### src/hdl/pmps_pkg.sv
`timescale 1ns / 1ps

package pmps_pkg;

  // Voxel ids are 1-based and 17 bits wide; zero marks an empty slot.
  localparam int ID_BITS = 17;

  // Depth of the queue between the front and the back.
  localparam int QUEUE_DEPTH = 2;

  typedef enum logic [1:0] {
    OP_LOAD = 2'd0,
    OP_ELEM = 2'd1,
    OP_END  = 2'd2,
    OP_READ = 2'd3
  } op_t;

  // One classified command word as it travels through the queue.
  typedef struct packed {
    op_t               op;
    logic [ID_BITS-1:0] id;
    logic              id_ok;
  } item_t;

  localparam int ITEM_BITS = $bits(item_t);

endpackage

### src/hdl/pmps_fifo.sv
`timescale 1ns / 1ps

module pmps_fifo import pmps_pkg::*; #(
  parameter int WIDTH = 8
) (
  input  logic             clk,
  input  logic             rst,
  input  logic             push,
  input  logic [WIDTH-1:0] wr_data,
  input  logic             pop,
  output logic [WIDTH-1:0] rd_data,
  output logic             full,
  output logic             empty
);

  localparam int PTR_BITS = (QUEUE_DEPTH > 1) ? $clog2(QUEUE_DEPTH) : 1;
  localparam int CNT_BITS = $clog2(QUEUE_DEPTH + 1);

  logic [WIDTH-1:0]    slots [QUEUE_DEPTH];
  logic [PTR_BITS-1:0] wr_ptr;
  logic [PTR_BITS-1:0] rd_ptr;
  logic [CNT_BITS-1:0] count;

  assign full    = (count == CNT_BITS'(QUEUE_DEPTH));
  assign empty   = (count == '0);
  assign rd_data = slots[rd_ptr];

  // Pointers and fill count.
  always_ff @(posedge clk) begin
    if (rst) begin
      wr_ptr <= '0;
      rd_ptr <= '0;
      count  <= '0;
    end else begin
      if (push) begin
        wr_ptr <= wr_ptr + PTR_BITS'(1);
      end
      if (pop) begin
        rd_ptr <= rd_ptr + PTR_BITS'(1);
      end
      case ({push, pop})
        2'b10:   count <= count + CNT_BITS'(1);
        2'b01:   count <= count - CNT_BITS'(1);
        default: count <= count;
      endcase
    end
  end

  // Queue storage.
  always_ff @(posedge clk) begin
    if (push) begin
      slots[wr_ptr] <= wr_data;
    end
  end

endmodule

### config.mk
export PLATFORM = sky130hd
export DESIGN_NAME = pmps_fifo
export DESIGN_NICKNAME = d
export VERILOG_FILES = /design/src/hdl/pmps_pkg.sv /design/src/hdl/pmps_fifo.sv
export SDC_FILE = /design/constraint.sdc
export NUM_CORES = 1
export LEC_CHECK = 0
export BUFFER_PORTS_ARGS = -buffer_cell sky130_fd_sc_hd__buf_2
export CELL_PAD_IN_SITES_DETAIL_PLACEMENT = 0
export CELL_PAD_IN_SITES_GLOBAL_PLACEMENT = 2
export CORE_UTILIZATION = 25
export CTS_BUF_LIST = sky130_fd_sc_hd__clkbuf_4 sky130_fd_sc_hd__clkbuf_8 sky130_fd_sc_hd__clkbuf_16
export CTS_CLUSTER_DIAMETER = 40
export CTS_CLUSTER_SIZE = 10
export DETAILED_ROUTE_END_ITERATION = 7
export PLACE_DENSITY = 0.67
export RECOVER_POWER = 50
export SETUP_SLACK_MARGIN = 0.15
export SLEW_MARGIN = 20
export SYNTH_ARGS = -nofsm -noshare
export SYNTH_HDL_FRONTEND = slang
export SYNTH_SLANG_ARGS = --single-unit
### constraint.sdc
create_clock -name clk -period 2.65 [get_ports clk]
set_input_delay 0.53 -clock clk [delete_from_list [all_inputs] [get_ports clk]]
set_output_delay 0.53 -clock clk [all_outputs]
set_load 0.02 [all_outputs]
==> results of run 1 <==
Yosys cell counts:
cell type	number	area, sq um
a21oi_1	1	5.00
and2_1	1	6.26
and2b_2	1	8.76
buf_2	1	5.00
dfxtp_1	5	100
edfxtp_1	16	480
ha_1	1	12.5
inv_1	1	3.75
mux2_2	8	90.1
nor2_1	6	22.5
o21ai_0	1	5.00
or3_1	1	6.26
xnor2_1	3	26.3
xor2_1	1	8.76
stage by stage:
step	setup slack (ps)	utilization (%)	power, mW	hold slack, ps
final	749	32.9	0.638	414
after floorplan	1230	-	0.467	461
after global placement	1010	32.2	0.501	490
after global routing	657	32.9	0.676	388
after CTS	710	33.2	0.651	403
after detailed placement	994	32.2	0.504	507
power by group through the flow:
stage	combinational (mW)	clock [mW]	sequential, mW
6_report	0.100	0.143	0.394
5_1_grt	0.109	0.169	0.398
4_1_cts	0.103	0.154	0.394
3_5_place_dp	0.102	0	0.402
3_3_place_gp	0.100	0	0.401
2_1_floorplan	0.0725	0	0.395
sequential cells by signal (all words and copies together), names as in the netlist, named ones only:
register	count
count	2
slots	16
rd_ptr	1
wr_ptr	1
critical path, stage by stage (launching register included):
cell and delay, ps:
dfxtp_1 550, mux2_2 380, buf_2 160
routing by layer:
| metal | GRT usage, % | up-vias | share of wire, % |
|---|---|---|---|
| met5 | 0 | - | 0 |
| met4 | 3.06 | 0 | 0 |
| met3 | 2.90 | 0 | 6.8 |
| met2 | 13.1 | 15 | 48 |
| met1 | 9.94 | 210 | 45 |
| li1 | - | 216 | - |
layout make-up:
type / count / area, sq um
clock buffer: 3 / 22.5
clock inverter: 1 / 5.00
fill: 307 / 1910
inverter: 1 / 3.75
multi-input combinational: 24 / 191
sequential: 21 / 581
tap: 31 / 38.8
timing repair buffer: 21 / 97.6
worst min path at each step:
stage                                  to  slack [ps]                   from
floorplan           count[1]$_SDFFE_PP0P_         460  count[1]$_SDFFE_PP0P_
global placement    count[1]$_SDFFE_PP0P_         490  count[1]$_SDFFE_PP0P_
detailed placement  count[1]$_SDFFE_PP0P_         510  count[1]$_SDFFE_PP0P_
CTS                 slots[0][5]$_DFFE_PP_         400             wr_data[5]
global route        slots[0][5]$_DFFE_PP_         390             wr_data[5]
finish              slots[0][5]$_DFFE_PP_         410             wr_data[5]
cells by family (layout without fill, tap and decap cells):
kind of cell / count (synthesis) / in the layout / synth area share, %
xor+xnor: 4 / 4 / 4.49
mux: 8 / 8 / 11.5
compound gates: 2 / 2 / 1.28
flops: 21 / 21 / 74.4
buf+inv: 2 / 26 / 1.12
simple gates: 9 / 9 / 5.61
fa+ha+maj: 1 / 1 / 1.60
==> out/metrics.csv, run 1 <==
metric;value;unit
Worst setup EP type;primary output;
Yosys warnings;0;
Slew @ Worst Pin;742;ps
Port Buffers;21;
Routed Antenna Nets;0;
worst rel slew slack;50.3;%
Boundary Pins;22;
initial antenna violation count;0;
number of max-cap violations;0;
Vias;441;
WL per Instance;12.1;um
setup tns final;0;ps
hold buffers post-CTS;0;
clock network fraction of design power;22.5;%
CTS max path bufs;2;
Post-CTS Setup Inserts;0;
commonest cells after routing, fill and taps aside;edfxtp_1 (16), buf_2 (15), mux2_2 (8);
arrival time at the worst endpoint;1370;ps
worst setup path endpoint;rd_data[2];
Comb power frac;15.7;%
initial core utilization;27.4;%
Layout Cell Area excl Fill;940;sq um
global-route wire length before repair;2010;um
drt total wl;1230;um
Slew Limit Fails;0;
Net Sw Frac;24.8;%
CTS tree;built;
critical path fanouts, max;8;
DRT iter0 DRCs;8;
WHS Path Cells;1;
Yosys reg bits;21;
Layout area overhead;20.4;%
minimum clock period;1900;ps
post-CTS sizing;0;
LEAKAGE;0.352;nW
run status;complete, no violations;
Mapped Nets;60;
power per cell area;679;mW/mm^2
Final Non-Filler Cells;102;
largest net degree at the start of global routing;13;
cell area after synthesis;781;sq um
switching power total;0.158;mW
TritonCTS Buffers;3;
Num Clock Sinks;21;
GP Congestion;0.616;
layout cells sized above 1;39.4;%
NumNets Final;85;
internal power;0.480;mW
RSZ-0062 raised after global routing;false;
WP data required;2120;ps
sequential area share after synthesis;74.4;%
number of global-route vias before repair;458;
DRC;0;
reg2reg end;slots[0][3]$_DFFE_PP_;
grt ovf;0;
Chip Width;57.9;um
Setup violations, final;0;
Placed Instances;98;
worst vdd ir;0.000263;V
H-tree Lvls;1;
Post-DP Area;920;sq um
Avg Inst Size Synth;16.6;sq um
critical path class;register to primary output;
post-synth cell types;14;
Peak Freq;526;MHz
Worst R2R Setup Slack;1360;ps
Period Utilization, post-route;71.7;%
Clk Latency, worst-skew pair;290;ps
TritonRoute pass-1 iters;6;
most common cell after layout, fill and taps aside;edfxtp_1;
die area;0.00335;sq mm
number of vias per cell;4.32;
core box area;0.00285;sq mm
worst r2r src;wr_ptr$_SDFFE_PP0P_;
clock slew at reported path FFs;110;ps
DPL Wire Length;899;um
Die Height;57.9;um
R2R cell count;1;
# rows;19;
Diodes inserted;0;
Mapped Cells;47;
clk root buf;clkbuf_4;
sequential share of power;61.8;%
final hold vios;0;
worst min path class;primary input to register;
crit start category;register;
GRT Resource Usage Total;8.12;%
clock skew;11.3;ps
(Power assumes the default switching activity.)
==> run 2, diff against run 1 <==
Settings changed: ABC_AREA set to 1, PLACE_DENSITY 0.67 to 0.68.
Clock period 2.65 ns to 1.75 ns, I/O delays scaled along.
==> run 2 against run 1 <==
Effect of this change:
- first-iteration DRC count decreased by 38%
- clock skew shrank 9.3 ps
- sequential power rose by 49%
- clock-buffer cell count grew 1
- utilization down 0.48 points
- register-to-register slack lost 790 ps
- synthesized cell count increased by 23%
- clock power increased by 66%
- flip-flop and latch count unchanged
- critical path type unchanged
- critical endpoint is now rd_data[0]
- largest power group unchanged
==> out/metrics.csv, run 2 <==
metric;value;unit;change
Port Buffers;21;;unchanged
clk root buf;clkbuf_4;;unchanged
critical path class;register to primary output;;unchanged
RSZ-0062 raised after global routing;true;;was false
core box area;0.00305;sq mm;was 0.00285 sq mm
drt total wl;1250;um;was 1230 um
Slew Limit Fails;0;;unchanged
GRT Resource Usage Total;7.65;%;was 8.12%
DRC;0;;unchanged
final hold vios;0;;unchanged
Chip Width;58.8;um;was 57.9 um
worst rel slew slack;66.5;%;was 50.3%
CTS max path bufs;2;;unchanged
R2R cell count;2;;was 1
area of the multi-input gates;189;sq um;was 191 sq um
number of vias per cell;3.87;;was 4.32
GP Congestion;0.634;;was 0.616
layout cells sized above 1;38.6;%;was 39.4%
critical path fanouts, max;8;;unchanged
area leader, netlist;edfxtp_1;;unchanged
Peak Freq;637;MHz;
Layout area overhead;22.8;%;was 20.4%
number of max-cap violations;0;;unchanged
global-route wire length before repair;1880;um;was 2010 um
grt ovf;0;;unchanged
LEAKAGE;0.400;nW;was 0.352 nW
Fillers;331;;was 307
adder-cell area share of the yosys netlist;1.55;%;was 1.60%
Worst setup EP type;primary output;;unchanged
Post-synth top cells;edfxtp_1 (16), nor2_1 (10), mux2_2 (8);;was edfxtp_1 (16), mux2_2 (8), nor2_1 (6)
CTS tree;built;;unchanged
Worst R2R Setup Slack;570;ps;was 1360 ps
DRT iter0 DRCs;5;;was 8
post-synth cell types;13;;was 14
DPL Wire Length;912;um;was 899 um
worst min path class;primary input to register;;unchanged
number of global-route vias before repair;451;;was 458
HP Start;wr_data[4];;was wr_data[5]
xor-xnor portion of the synthesized cell area;1.09;%;was 4.49%
NumNets Final;97;;was 85
total power;0.965;mW;was 0.638 mW
reg2reg end;slots[0][1]$_DFFE_PP_;;was slots[0][3]$_DFFE_PP_
sequential area share after synthesis;71.9;%;was 74.4%
Synth area leaders;edfxtp_1 (60%), dfxtp_1 (12%), mux2_2 (11%);;was edfxtp_1 (62%), dfxtp_1 (13%), mux2_2 (12%)
Period Utilization, post-route;89.7;%;
clock slew at reported path FFs;110;ps;about the same
max FFs per register;16;;unchanged
Slew @ Worst Pin;502;ps;was 742 ps
Yosys reg bits;21;;unchanged
WHS Path Cells;1;;unchanged
crit start category;register;;unchanged
initial antenna violation count;0;;unchanged
WL per Instance;9.83;um;was 12.1 um
Setup violations, final;0;;unchanged
critical path cell sequence;mux2_2 > buf_2;;unchanged
ys async rst share;0;%;unchanged
WP data required;1400;ps;was 2120 ps
Post-DP Area;963;sq um;was 920 sq um
Most used DFF post-synth;edfxtp_1;;unchanged
Buf+Inv Stages, Crit Path;1;;unchanged
main combinational cell family by area after synthesis;multiplexers;;unchanged
Mapped Cells;58;;was 47
family with the most delay on the worst path;flip-flops;;unchanged
worst r2r src;wr_ptr$_SDFFE_PP0P_;;unchanged
Layout Cell Area excl Fill;991;sq um;was 940 sq um
Post-synth EDFFs;16;;unchanged
TritonRoute pass-1 iters;2;;was 6
Num Clock Sinks;21;;unchanged
setup tns final;0;ps;unchanged
initial core utilization;26.4;%;was 27.4%
Diodes inserted;0;;unchanged
most common cell after layout, fill and taps aside;buf_2;;was edfxtp_1
power per cell area;974;mW/mm^2;was 679 mW/mm^2
Simple-Gate Fraction of Synth Area;8.37;%;was 5.61%
post-synthesis mux area share;11.2;%;was 11.5%
TritonCTS Buffers;3;;unchanged
Crit-path slowest cell;dfxtp_4;;was dfxtp_1
Vias;492;;was 441
Clk Latency, worst-skew pair;290;ps;about the same
Top Registers;slots x16, count x2;;unchanged
Synth Area in Compound Gates;1.24;%;was 1.28%
commonest cells after routing, fill and taps aside;buf_2 (19), edfxtp_1 (16), nor2_1 (10);;was edfxtp_1 (16), buf_2 (15), mux2_2 (8)
Yosys warnings;0;;unchanged
# rows;20;;was 19
crit-path max cell delay;420;ps;was 550 ps
Routed Antenna Nets;0;;unchanged
Mapped Nets;71;;was 60
Top reg by flops;slots;;unchanged
Avg Inst Size Synth;13.9;sq um;was 16.6 sq um
Boundary Pins;22;;unchanged
worst vdd ir;0.000218;V;was 0.000263 V
Die Height;58.8;um;was 57.9 um
largest net degree at the start of global routing;12;;was 13
count leader, synth;edfxtp_1;;unchanged
arrival time at the worst endpoint;1220;ps;was 1370 ps
H-tree Lvls;1;;unchanged
clock skew;1.98;ps;was 11.3 ps
run status;complete, no violations;;unchanged
minimum clock period;1570;ps;
die area;0.00346;sq mm;was 0.00335 sq mm
cell area after synthesis;807;sq um;was 781 sq um
register area;584;sq um;was 581 sq um
WHS Endpoint;slots[0][4]$_DFFE_PP_;;was slots[0][5]$_DFFE_PP_
top-area cell type share of the netlist area;59.5;%;was 61.5%
-- run 2: cell count changes after synthesis, sizes merged --
cell / before / now
and2b: 1 / 0
xnor2: 3 / 1
nand2: 0 / 5
nor2: 6 / 10
xor2: 1 / 0
nor3: 0 / 1
nand4: 0 / 1
and2: 1 / 0
inv: 1 / 7
or3: 1 / 0
-- run 2: report_power, final --
part | leakage [nW] | internal [mW] | switching, mW | total, mW
registers | 0.192 | 0.570 | 0.0196 | 0.589
logic | 0.189 | 0.0586 | 0.0795 | 0.138
clock network | 0.0184 | 0.104 | 0.133 | 0.237
total | 0.400 | 0.733 | 0.232 | 0.965
-- run 2: layer usage --
layer  GRT usage (%)  routed length, um  share of wire, %
met5               0                  0                 0
met4            4.08                  0                 0
met3            2.64                 72               5.8
met2            12.7                608                49
met1            8.65                568                46
-- run 2: per-stage QoR --
step	util, %	std cells	setup slack [ps]	hold WS (ps)
6_report	32.5	127	180	239
5_1_grt	32.5	127	124	220
4_1_cts	32.7	127	155	230
3_5_place_dp	31.6	123	312	504
3_3_place_gp	31.6	123	330	497
2_1_floorplan	-	58	594	422
-- run 2: worst max path at each step --
stage / startpoint / to / slack, ps / cells past startpoint
global route: register / rd_data[7] / 120 / 2
detailed placement: register / rd_data[6] / 310 / 2
finish: register / rd_data[0] / 180 / 2
floorplan: register / rd_data[0] / 590 / 2
CTS: register / rd_data[0] / 160 / 2
global placement: register / rd_data[0] / 330 / 2
-- run 2: layout make-up --
type / instances / area share (%)
Clock buffer: 4 / 3.03
Inverter: 7 / 2.65
Multi-Input combinational cell: 29 / 19.1
Sequential cell: 21 / 59.0
Tap cell: 44 / 5.56
Timing Repair Buffer: 22 / 10.7
-- run 2: cells by family (layout without fill, tap and decap cells) --
family          count (synthesis)  count (layout)
flops                          21              21
simple gates                   17              17
mux                             8               8
buf+inv                         8              33
compound gates                  2               2
fa+ha+maj                       1               1
xor+xnor                        1               1
-- run 2: repair_timing --
item / CTS / global route
buffers inserted: 0 / 0
hold buffers: 0 / 0
gates resized for setup: 2 / 0
setup endpoints to repair: 8 / 8
endpoints found under the hold margin: 0 / 0
